File: src/design/bsoc_pkg.sv
// ----------------------------------------------------------------------------
// Battery state-of-charge package
// Widths, curve tables, register codes and small helper functions.
// ----------------------------------------------------------------------------
package bsoc_pkg;

  // Fixed-point format of the charge and throughput accumulators.
  localparam int FRAC_BITS  = 24;
  localparam int MAX_CYCLES = 3000;

  // Port field widths.
  localparam int VOLT_W  = 16;
  localparam int CUR_W   = 16;
  localparam int SOC_W   = 18;
  localparam int CYC_W   = 12;
  localparam int HLT_W   = 14;
  localparam int CAP_W   = 10;
  localparam int IDX_W   = 1;
  localparam int IN_W    = VOLT_W + CUR_W;
  localparam int OUT_W   = 48;
  localparam int OUT_PAD = OUT_W - SOC_W - CYC_W - HLT_W;

  // Internal widths.
  localparam int ACC_W   = 48;
  localparam int TP_W    = FRAC_BITS + 8;
  localparam int DIV_N   = (FRAC_BITS + 20 > 46) ? FRAC_BITS + 20 : 46;
  localparam int DVS_W   = 30;
  localparam int CNT_W   = $clog2(DIV_N + 1);
  localparam int SC_W    = ACC_W + 7;
  localparam int NUM_W   = 50;
  localparam int V_W     = 31;
  localparam int VU_W    = 28;
  localparam int PV_W    = 30;
  localparam int PC_W    = 22;
  localparam int SLOPE_W = 20;
  localparam int OFF_W   = 48;
  localparam int HC_W    = 24;
  localparam int HC36_W  = 29;
  localparam int MAG_W   = 16;
  localparam int MAG20_W = 20;
  localparam int MUL_W   = 7;
  localparam int SEG_N   = 5;
  localparam int SEG_IW  = 3;

  // Configuration register indexes.
  typedef enum logic [IDX_W-1:0] {
    REG_MODE     = 1'b0,
    REG_CAPACITY = 1'b1
  } cfg_reg_t;

  localparam logic [CAP_W-1:0] CAP_RESET = CAP_W'(100);

  // Open-circuit voltage in 0.1 uV: voltage_mv*10000 - current_ma*54.
  localparam int VOLT_SCALE = 10000;
  localparam int IR_DROP    = 54;

  // Curve limits in 0.1 uV.
  localparam logic signed [V_W-1:0] V_MIN = V_W'(186000000);
  localparam logic signed [V_W-1:0] V_TOP = V_W'(266000000);

  // Segment upper bounds, slopes and offsets. The offsets already carry the
  // half-unit rounding bias of the final divide by 1e9.
  localparam logic [VU_W-1:0] SEG_TOP [SEG_N] = '{
    28'd240000000, 28'd243800000, 28'd245800000, 28'd247800000, 28'd266000000
  };
  localparam logic [SLOPE_W-1:0] SEG_SLOPE [SEG_N] = '{
    20'd32265, 20'd493080, 20'd1012000, 20'd1000000, 20'd94240
  };
  localparam logic [OFF_W-1:0] SEG_OFFSET [SEG_N] = '{
    48'd6087100000000, 48'd116219500000000, 48'd242649500000000,
    48'd239699500000000, 48'd14812500000000
  };

  localparam logic [DVS_W-1:0]       BILLION    = DVS_W'(1000000000);
  localparam logic signed [NUM_W-1:0] BILLION_M1 = NUM_W'(999999999);

  localparam int SOC_TOP     = 10000;
  localparam int SOC_LIMIT   = 100000;
  localparam int HEALTH_FULL = 10000;

  localparam logic signed [SC_W-1:0] SOC_HI  = SC_W'(SOC_LIMIT);
  localparam logic signed [SC_W-1:0] SOC_LO  = -SOC_HI;
  localparam logic [SC_W-1:0]        SC_HALF = SC_W'(1) << (FRAC_BITS - 1);

  localparam logic [TP_W-1:0]  TP_LIMIT = TP_W'(200) << FRAC_BITS;
  localparam logic [MUL_W-1:0] HUNDRED  = MUL_W'(100);

  localparam logic signed [ACC_W-1:0] ACC_MAX = {1'b0, {(ACC_W-1){1'b1}}};
  localparam logic signed [ACC_W-1:0] ACC_MIN = {1'b1, {(ACC_W-1){1'b0}}};

  // State of health in 0.01 percent from the cycle count.
  function automatic logic [HLT_W-1:0] health_of(input logic [CYC_W-1:0] c);
    logic [HLT_W-1:0] used;
    used = (HLT_W'(c) << 1) + HLT_W'(c);
    return (used >= HLT_W'(HEALTH_FULL)) ? HLT_W'(1) : HLT_W'(HEALTH_FULL) - used;
  endfunction

  // First curve segment whose upper bound lies above the voltage.
  function automatic logic [SEG_IW-1:0] seg_sel(input logic [VU_W-1:0] vu);
    logic [SEG_IW-1:0] idx;
    idx = SEG_IW'(SEG_N - 1);
    for (int k = SEG_N - 1; k >= 0; k--) begin
      if (vu < SEG_TOP[k]) idx = SEG_IW'(k);
    end
    return idx;
  endfunction

  // Saturate a wide signed result to the reported range.
  function automatic logic [SOC_W-1:0] clamp_soc(input logic signed [SC_W-1:0] s);
    if (s > SOC_HI) return SOC_W'(SOC_LIMIT);
    if (s < SOC_LO) return SOC_W'(-SOC_LIMIT);
    return SOC_W'(s);
  endfunction

endpackage

File: src/design/bsoc_div.sv
// ----------------------------------------------------------------------------
// Bit-serial unsigned divider
// Restoring division, one quotient bit per cycle.
// ----------------------------------------------------------------------------
module bsoc_div import bsoc_pkg::*; (
  input  logic             clk,
  input  logic             rst_n,
  input  logic             start,
  input  logic [DIV_N-1:0] dividend,
  input  logic [DVS_W-1:0] divisor,
  output logic             done,
  output logic [DIV_N-1:0] quotient
);

  logic [CNT_W-1:0] cnt_r, cnt_nxt;
  logic             done_r, done_nxt;
  logic [DVS_W-1:0] rem_r, rem_nxt;
  logic [DVS_W-1:0] dvs_r, dvs_nxt;
  logic [DIV_N-1:0] work_r, work_nxt;

  logic [DVS_W:0]   shifted;
  logic [DVS_W:0]   diff;
  logic             fits;

  // One restoring step: bring down the next dividend bit and try a subtract.
  assign shifted = {rem_r, work_r[DIV_N-1]};
  assign diff    = shifted - {1'b0, dvs_r};
  assign fits    = shifted >= {1'b0, dvs_r};

  always_comb begin
    cnt_nxt  = cnt_r;
    done_nxt = 1'b0;
    rem_nxt  = rem_r;
    dvs_nxt  = dvs_r;
    work_nxt = work_r;
    if (start) begin
      cnt_nxt  = CNT_W'(DIV_N);
      rem_nxt  = '0;
      dvs_nxt  = divisor;
      work_nxt = dividend;
    end else if (cnt_r != '0) begin
      cnt_nxt  = cnt_r - CNT_W'(1);
      done_nxt = (cnt_r == CNT_W'(1));
      rem_nxt  = fits ? diff[DVS_W-1:0] : shifted[DVS_W-1:0];
      work_nxt = {work_r[DIV_N-2:0], fits};
    end
  end

  always_ff @(posedge clk) begin
    if (!rst_n) begin
      cnt_r  <= '0;
      done_r <= 1'b0;
    end else begin
      cnt_r  <= cnt_nxt;
      done_r <= done_nxt;
    end
    rem_r  <= rem_nxt;
    dvs_r  <= dvs_nxt;
    work_r <= work_nxt;
  end

  assign done     = done_r;
  assign quotient = work_r;

endmodule

File: src/design/battery_state_of_charge.sv
// ----------------------------------------------------------------------------
// Battery state-of-charge estimator
// Open-circuit voltage curve or coulomb counting with cycle and health
// tracking, built around one shared bit-serial divider.
// ----------------------------------------------------------------------------
// Channel  Direction  Word contents (low bits first)
// in_      slave      voltage_mv[15:0], current_ma[31:16]
// out_     master     soc_centi[17:0], cycles_done[29:18], health_permyriad[43:30]
// cfg_     slave      cfg_index selects the register, cfg_data carries its value
//
// One word is in work at a time. The bit-serial divider sets the time from
// acceptance to a valid result in both modes, and a voltage that lies off the
// curve bypasses it. The next input word is taken the cycle after a result
// enters the output register, so a stalled output costs at most one finished
// result of slack.
// Reset clears the accumulators and the cycle count and loads capacity 100.
// ----------------------------------------------------------------------------
module battery_state_of_charge import bsoc_pkg::*; (
  input  logic             clk,
  input  logic             rst_n,
  input  logic             in_tvalid,
  output logic             in_tready,
  input  logic [IN_W-1:0]  in_tdata,   // voltage_mv, current_ma
  output logic             out_tvalid,
  input  logic             out_tready,
  output logic [OUT_W-1:0] out_tdata,  // soc_centi, cycles_done, health_permyriad
  input  logic             cfg_valid,
  output logic             cfg_ready,
  input  logic [IDX_W-1:0] cfg_index,
  input  logic [CAP_W-1:0] cfg_data
);

  typedef enum logic [10:0] {
    ST_IDLE   = 11'b000_0000_0001,
    ST_VOLT   = 11'b000_0000_0010,
    ST_SEG    = 11'b000_0000_0100,
    ST_NUM    = 11'b000_0000_1000,
    ST_LOAD   = 11'b000_0001_0000,
    ST_HEALTH = 11'b000_0010_0000,
    ST_CDIV   = 11'b000_0100_0000,
    ST_DIV    = 11'b000_1000_0000,
    ST_SCALE  = 11'b001_0000_0000,
    ST_ROUND  = 11'b010_0000_0000,
    ST_DONE   = 11'b100_0000_0000
  } state_t;

  state_t                    state_r, state_nxt;
  logic                      mode_r, mode_nxt;
  logic [CAP_W-1:0]          cap_r, cap_nxt;
  logic signed [ACC_W-1:0]   charge_r, charge_nxt;
  logic [TP_W-1:0]           tp_r, tp_nxt;
  logic [CYC_W-1:0]          cycles_r, cycles_nxt;
  logic                      out_valid_r, out_valid_nxt;
  logic [OUT_W-1:0]          out_data_r, out_data_nxt;

  logic [VOLT_W-1:0]         volt_r, volt_nxt;
  logic signed [CUR_W-1:0]   cur_r, cur_nxt;
  logic signed [V_W-1:0]     v_r, v_nxt;
  logic [OFF_W-1:0]          prod_r, prod_nxt;
  logic [OFF_W-1:0]          off_r, off_nxt;
  logic signed [NUM_W-1:0]   n_r, n_nxt;
  logic [HC_W-1:0]           hc_r, hc_nxt;
  logic [MAG_W-1:0]          mag_r, mag_nxt;
  logic [SOC_W-1:0]          soc_r, soc_nxt;
  logic signed [SC_W-1:0]    mul_acc_r, mul_acc_nxt;
  logic signed [SC_W-1:0]    mcand_r, mcand_nxt;
  logic [MUL_W-1:0]          mplier_r, mplier_nxt;

  logic                      in_acc;
  logic                      out_free;
  logic [HLT_W-1:0]          health_now;
  logic [CAP_W-1:0]          cap_eff;
  logic [PV_W-1:0]           pv;
  logic signed [PC_W-1:0]    pc;
  logic [VU_W-1:0]           vu;
  logic [SEG_IW-1:0]         seg_idx;
  logic [OFF_W-1:0]          prod_calc;
  logic [DIV_N-1:0]          vdiv_num;
  logic [HC36_W-1:0]         hc36;
  logic [MAG20_W-1:0]        mag20;
  logic [DIV_N-1:0]          cdiv_num;
  logic                      div_start;
  logic [DIV_N-1:0]          div_num;
  logic [DVS_W-1:0]          div_dvs;
  logic                      div_done;
  logic [DIV_N-1:0]          div_quo;
  logic signed [SC_W-1:0]    quo_s;
  logic signed [ACC_W:0]     q_ext;
  logic signed [ACC_W:0]     acc_sum;
  logic signed [ACC_W-1:0]   acc_sat;
  logic [DIV_N:0]            tp_sum;
  logic                      tp_wrap;

  assign in_tready  = (state_r == ST_IDLE);
  assign in_acc     = in_tvalid && in_tready;
  assign out_free   = !out_valid_r || out_tready;
  assign cfg_ready  = 1'b1;
  assign out_tvalid = out_valid_r;
  assign out_tdata  = out_data_r;

  assign health_now = health_of(cycles_r);
  assign cap_eff    = (cap_r == '0) ? CAP_W'(1) : cap_r;

  // Open-circuit voltage terms.
  assign pv = PV_W'(volt_r) * PV_W'(VOLT_SCALE);
  assign pc = PC_W'(cur_r) * PC_W'(IR_DROP);

  // Curve segment product; only used when the voltage is on the curve.
  assign vu        = v_r[VU_W-1:0];
  assign seg_idx   = seg_sel(vu);
  assign prod_calc = SEG_SLOPE[seg_idx] * vu;

  // Floor division by 1e9 done on the magnitude: a negative numerator is
  // turned into (1e9 - 1 - n) and the quotient negated afterwards.
  assign vdiv_num = n_r[NUM_W-1] ? DIV_N'(BILLION_M1 - n_r) : DIV_N'(n_r);

  // Coulomb step: round(num/div) as (2*num + div) / (2*div), with
  // num = |current|*10 << FRAC_BITS and div = health*capacity*36.
  assign hc36     = (HC36_W'(hc_r) << 5) + (HC36_W'(hc_r) << 2);
  assign mag20    = (MAG20_W'(mag_r) << 4) + (MAG20_W'(mag_r) << 2);
  assign cdiv_num = (DIV_N'(mag20) << FRAC_BITS) + DIV_N'(hc36);

  assign div_start = (state_r == ST_LOAD) || (state_r == ST_CDIV);
  assign div_num   = (state_r == ST_LOAD) ? vdiv_num : cdiv_num;
  assign div_dvs   = (state_r == ST_LOAD) ? BILLION : {hc36, 1'b0};

  bsoc_div u_div (
    .clk      (clk),
    .rst_n    (rst_n),
    .start    (div_start),
    .dividend (div_num),
    .divisor  (div_dvs),
    .done     (div_done),
    .quotient (div_quo)
  );

  assign quo_s = $signed({{(SC_W-DIV_N){1'b0}}, div_quo});

  // Charge accumulator update with saturation at the signed limits.
  assign q_ext   = $signed((ACC_W+1)'(div_quo));
  assign acc_sum = cur_r[CUR_W-1] ? (ACC_W+1)'(charge_r) - q_ext
                                  : (ACC_W+1)'(charge_r) + q_ext;
  always_comb begin
    if (acc_sum[ACC_W] != acc_sum[ACC_W-1]) begin
      acc_sat = acc_sum[ACC_W] ? ACC_MIN : ACC_MAX;
    end else begin
      acc_sat = acc_sum[ACC_W-1:0];
    end
  end

  // Throughput sum and the 200 percent crossing.
  assign tp_sum  = (DIV_N+1)'(tp_r) + (DIV_N+1)'(div_quo);
  assign tp_wrap = tp_sum >= (DIV_N+1)'(TP_LIMIT);

  // Configuration writes.
  always_comb begin
    mode_nxt = mode_r;
    cap_nxt  = cap_r;
    if (cfg_valid) begin
      unique case (cfg_reg_t'(cfg_index))
        REG_MODE:     mode_nxt = cfg_data[0];
        REG_CAPACITY: cap_nxt  = cfg_data;
        default:      ;
      endcase
    end
  end

  // Sequencer and datapath.
  always_comb begin
    state_nxt     = state_r;
    charge_nxt    = charge_r;
    tp_nxt        = tp_r;
    cycles_nxt    = cycles_r;
    out_valid_nxt = out_valid_r;
    out_data_nxt  = out_data_r;
    volt_nxt      = volt_r;
    cur_nxt       = cur_r;
    v_nxt         = v_r;
    prod_nxt      = prod_r;
    off_nxt       = off_r;
    n_nxt         = n_r;
    hc_nxt        = hc_r;
    mag_nxt       = mag_r;
    soc_nxt       = soc_r;
    mul_acc_nxt   = mul_acc_r;
    mcand_nxt     = mcand_r;
    mplier_nxt    = mplier_r;

    if (out_valid_r && out_tready) out_valid_nxt = 1'b0;

    unique case (state_r)
      ST_IDLE: begin
        if (in_acc) begin
          volt_nxt  = in_tdata[VOLT_W-1:0];
          cur_nxt   = in_tdata[IN_W-1:VOLT_W];
          state_nxt = mode_r ? ST_HEALTH : ST_VOLT;
        end
      end
      ST_VOLT: begin
        v_nxt     = $signed({1'b0, pv}) - V_W'(pc);
        state_nxt = ST_SEG;
      end
      ST_SEG: begin
        if (v_r < V_MIN) begin
          soc_nxt   = '0;
          state_nxt = ST_DONE;
        end else if (v_r >= V_TOP) begin
          soc_nxt   = SOC_W'(SOC_TOP);
          state_nxt = ST_DONE;
        end else begin
          prod_nxt  = prod_calc;
          off_nxt   = SEG_OFFSET[seg_idx];
          state_nxt = ST_NUM;
        end
      end
      ST_NUM: begin
        n_nxt     = $signed({2'b0, prod_r}) - $signed({2'b0, off_r});
        state_nxt = ST_LOAD;
      end
      ST_LOAD: begin
        state_nxt = ST_DIV;
      end
      ST_HEALTH: begin
        hc_nxt    = health_now * cap_eff;
        mag_nxt   = cur_r[CUR_W-1] ? MAG_W'(-cur_r) : MAG_W'(cur_r);
        state_nxt = ST_CDIV;
      end
      ST_CDIV: begin
        state_nxt = ST_DIV;
      end
      ST_DIV: begin
        if (div_done) begin
          if (!mode_r) begin
            soc_nxt   = clamp_soc(n_r[NUM_W-1] ? -quo_s : quo_s);
            state_nxt = ST_DONE;
          end else begin
            charge_nxt = acc_sat;
            if (tp_wrap) begin
              tp_nxt = '0;
              if (cycles_r < CYC_W'(MAX_CYCLES)) cycles_nxt = cycles_r + CYC_W'(1);
            end else begin
              tp_nxt = tp_sum[TP_W-1:0];
            end
            // Start the shift-add scaling by 100 with the rounding half loaded.
            mcand_nxt   = SC_W'(acc_sat);
            mul_acc_nxt = SC_HALF;
            mplier_nxt  = HUNDRED;
            state_nxt   = ST_SCALE;
          end
        end
      end
      ST_SCALE: begin
        if (mplier_r[0]) mul_acc_nxt = mul_acc_r + mcand_r;
        mcand_nxt  = mcand_r <<< 1;
        mplier_nxt = mplier_r >> 1;
        if (mplier_r[MUL_W-1:1] == '0) state_nxt = ST_ROUND;
      end
      ST_ROUND: begin
        soc_nxt   = clamp_soc(mul_acc_r >>> FRAC_BITS);
        state_nxt = ST_DONE;
      end
      ST_DONE: begin
        if (out_free) begin
          out_valid_nxt = 1'b1;
          out_data_nxt  = {{OUT_PAD{1'b0}}, health_now, cycles_r, soc_r};
          state_nxt     = ST_IDLE;
        end
      end
      default: state_nxt = ST_IDLE;
    endcase
  end

  always_ff @(posedge clk) begin
    if (!rst_n) begin
      state_r     <= ST_IDLE;
      mode_r      <= 1'b0;
      cap_r       <= CAP_RESET;
      charge_r    <= '0;
      tp_r        <= '0;
      cycles_r    <= '0;
      out_valid_r <= 1'b0;
    end else begin
      state_r     <= state_nxt;
      mode_r      <= mode_nxt;
      cap_r       <= cap_nxt;
      charge_r    <= charge_nxt;
      tp_r        <= tp_nxt;
      cycles_r    <= cycles_nxt;
      out_valid_r <= out_valid_nxt;
    end
    out_data_r <= out_data_nxt;
    volt_r     <= volt_nxt;
    cur_r      <= cur_nxt;
    v_r        <= v_nxt;
    prod_r     <= prod_nxt;
    off_r      <= off_nxt;
    n_r        <= n_nxt;
    hc_r       <= hc_nxt;
    mag_r      <= mag_nxt;
    soc_r      <= soc_nxt;
    mul_acc_r  <= mul_acc_nxt;
    mcand_r    <= mcand_nxt;
    mplier_r   <= mplier_nxt;
  end

endmodule

File: config.mk
export PLATFORM = sky130hd
export DESIGN_NAME = battery_state_of_charge
export DESIGN_NICKNAME = d
export VERILOG_FILES = /design/src/design/bsoc_pkg.sv /design/src/design/bsoc_div.sv /design/src/design/battery_state_of_charge.sv
export SDC_FILE = /design/constraint.sdc
export NUM_CORES = 2
export LEC_CHECK = 0
export BUFFER_PORTS_ARGS = -buffer_cell sky130_fd_sc_hd__buf_2
export CAP_MARGIN = 25
export CORE_MARGIN = 2
export CORE_UTILIZATION = 50
export CTS_BUF_LIST = sky130_fd_sc_hd__clkbuf_4 sky130_fd_sc_hd__clkbuf_8
export DETAILED_ROUTE_END_ITERATION = 7
export PLACE_DENSITY = 0.66
export SLEW_MARGIN = 10
export SYNTH_ARGS = -nofsm -noshare
export SYNTH_HDL_FRONTEND = slang
export SYNTH_SLANG_ARGS = --single-unit
File: constraint.sdc
create_clock -name clk -period 11.04 [get_ports clk]
set_clock_uncertainty 0.15 [all_clocks]
set_input_delay 0.552 -clock clk [delete_from_list [all_inputs] [get_ports clk]]
set_output_delay 0.552 -clock clk [all_outputs]
set_load 0.05 [all_outputs]
==> impl_metrics.py <==
metrics = {
    "critical_path": {
        "path_max_fanout": 17,
        "r2r_start": "v_r[9]$_DFFE_PP_",
        "cp.required_ps": 11440,
        "worstRegToRegCells": 38,
        "cp_data_arrival_time_ps": 10890,
        "end_kind": "flip-flop",
        "slowest_delay_ps": 690,
        "crit_family": "adder cells",
        "reg2reg_to": "prod_r[45]$_DFFE_PP_",
        "cp-start-kind": "flip-flop",
        "rrSetupSlack_ps": 550,
        "cpMaxStageDelayCell": "edfxtp_1",
        "path_buf_inv": 8,
        "crit_type": "flip-flop to flip-flop",
    },
    "synthesis": {
        "yosysWarnings": 0,
        "synth_flop_cell": "edfxtp_1",
        "synth_top_area_share_pct": 21.4,
        "yosys.cell_types.count": 103,
        "synth_area_sq_um": 65600,
        "yosys-top-cells-count": "1013 x inv_1, 688 x ha_1, 543 x a21oi_1",
        "synth_area_per_cell_sq_um": 9.09,
        "synthMostInstantiatedCell": "inv_1",
        "synth_cells": 7219,
        "synth_area_leaders": "edfxtp_1 21%, fa_1 16%, ha_1 13%, inv_1 5.8%, dfxtp_1 4.6%",
        "yosysTopAreaCell": "edfxtp_1",
        "async_reset_ff_share_pct": 0,
        "synth_edf_count": 468,
        "ys_seq_area_share_pct": 26.1,
        "ys_ff_latch": 620,
    },
    "cts": {
        "cts.path.max_buffers": 3,
        "cts_sinks": 620,
        "clk_latency_ps": 860,
        "numCtsBuffers": 113,
        "cts_tree": "yes",
        "cts_max_level": 3,
        "root_buffer": "clkbuf_8",
        "clkTransAtPathRegs_ps": 60,
    },
    "drt": {
        "vias": 51400,
        "wire_per_inst_um": 19.6,
        "wirelength_um": 179000,
        "first_iter_violations": 4131,
        "route.detailed.drc": 0,
        "ant_nets": 0,
        "viasPerCell": 5.63,
        "first_pass_iters": 6,
    },
    "floorplan": {
        "placementRows": 132,
        "die_area_sq_um": 134000,
        "core-area_sq_um": 130000,
        "io_pins": 99,
        "die_w_um": 366,
        "start_util_pct": 50.5,
        "die_h_um": 366,
    },
    "timing": {
        "drv_slew": 0,
        "finalHoldViolCount": 0,
        "tightestPinTransition_ps": 1100,
        "relSlewSlack_pct": 26.5,
        "worst_slack_ps": 553,
        "grt_setup_unrepaired": "false",
        "fin_crit_ps": 10490,
        "fmax_mhz": 95.4,
        "finalSetupTns_ps": 0,
        "post-route-period-util_pct": 95.0,
        "setup_viol": 0,
    },
    "hold_path": {
        "hp-class": "primary input to flip-flop",
        "min_to": "out_tvalid$_SDFF_PN0_",
        "min_path_cells": 3,
        "hp-start": "out_tready",
    },
    "global_route": {
        "first_global_vias": 50800,
        "antenna_found_initial": 4,
        "grt_use_total_pct": 26.4,
        "grt_start_max_net_pins": 81,
        "grt_pass1_wl_um": 283000,
        "grt_overflow": 0,
    },
    "flow_run": {
        "cap_viol_max_count": 0,
    },
    "finish": {
        "layout.nets": 8556,
        "syn_to_final_growth_pct": 8.28,
        "final_layout_size_suffix_gt1_share_pct": 6.55,
    },
    "placement": {
        "hpwl_um": 140000,
        "numPortBuffers": 93,
        "dp_slack_ps": 551,
        "place.gp.congestion": 0.940,
    },
    "run_status": {
        "outcome": "completed",
    },
}
[worst max-delay path by stage]
stage,end,cells after the start,slack [ps],start
6_report,prod_r[45]$_DFFE_PP_,38,550,v_r[9]$_DFFE_PP_
5_1_grt,prod_r[44]$_DFFE_PP_,37,20,v_r[14]$_DFFE_PP_
4_1_cts,prod_r[44]$_DFFE_PP_,35,510,v_r[10]$_DFFE_PP_
3_5_place_dp,prod_r[44]$_DFFE_PP_,35,550,v_r[10]$_DFFE_PP_
3_3_place_gp,prod_r[44]$_DFFE_PP_,35,560,v_r[10]$_DFFE_PP_
2_1_floorplan,prod_r[44]$_DFFE_PP_,36,1200,v_r[15]$_DFFE_PP_
[sequential cells by signal (all words and copies together) (netlist names), 27 cells and up]
register and cells:
mcand_r 55, u_div.rem_r 30, charge_r 48, prod_r 47
n_r 46, out_tdata 44, mul_acc_r 55, u_div.dvs_r 27
u_div.quotient 46, v_r 30, tp_r 32
[final cells by class]
cell class | instances | area (sq um)
antenna | 3 | 7.51
clock buffer | 161 | 2030
clock inverter | 55 | 617
fill | 11900 | 58800
inverter | 1015 | 3820
multi-input combinational | 5314 | 43700
sequential | 620 | 17100
tap | 1742 | 2180
timing repair buffer | 223 | 1560
[routing by layer]
| metal | track usage (%) | part of all wire [%] | vias to the layer above | wire (um) |
|---|---|---|---|---|
| met5 | 0 | 0 | - | 0 |
| met4 | 8.54 | 3.3 | 0 | 5900 |
| met3 | 3.70 | 5.6 | 292 | 10000 |
| met2 | 43.2 | 47 | 1525 | 83600 |
| met1 | 36.2 | 44 | 24900 | 79300 |
| li1 | - | - | 24700 | - |
[cell families (layout without fill, tap and decap cells)]
group / Yosys count / after routing / share of synthesized area, %
XOR/XNOR: 502 / 502 / 6.70
AO/OA/AOI/OAI: 1501 / 1501 / 14.4
adder cells (fa/ha/maj): 1221 / 1221 / 29.4
AND/OR/NAND/NOR: 2067 / 2068 / 15.7
multiplexers: 16 / 16 / 0.248
other: 2 / 9 / 0.0114
buffers and inverters: 1290 / 1454 / 7.48
flip-flops: 620 / 620 / 26.1
[stage by stage]
stage / util [%] / instance area [sq um] / std cells / hold slack (ps)
floorplan: - / 65600 / 7223 / 250
global placement: 52.3 / 67900 / 8863 / 253
detailed placement: 52.3 / 67900 / 8863 / 255
CTS: 54.7 / 70900 / 9124 / 49.2
global route: 54.7 / 71000 / 9133 / 74.6
finish: 54.7 / 71000 / 9133 / 84.9
[tightest hold or removal path: cells and delay by family]
family / cells / cell delay [ps]
AO/OA/AOI/OAI: 1 / 130
buffers and inverters: 1 / 90
AND/OR/NAND/NOR: 1 / 220
[repair_timing]
action                     CTS  global route
hold buffers                45             0
hold endpoints to repair    44             0
setup buffers                0             2
setup endpoints to repair    0             7
resized for setup            0             5
[placed cells by master, fill, tap and decap left out, drive strengths merged, types with 146 or more instances in the layout]
cell type,n
ha,688
o21ai,297
buf,176
xor2,189
and2,260
edfxtp,468
fa,533
a21oi,546
xnor2,313
dfxtp,152
nor3,146
nor2,520
nand2,540
a21o,162
clkbuf,163
inv,1016
Power is left out: the tool's default activity adds up to more than one toggle a clock period on the data nets, which glitch-free logic cannot reach.
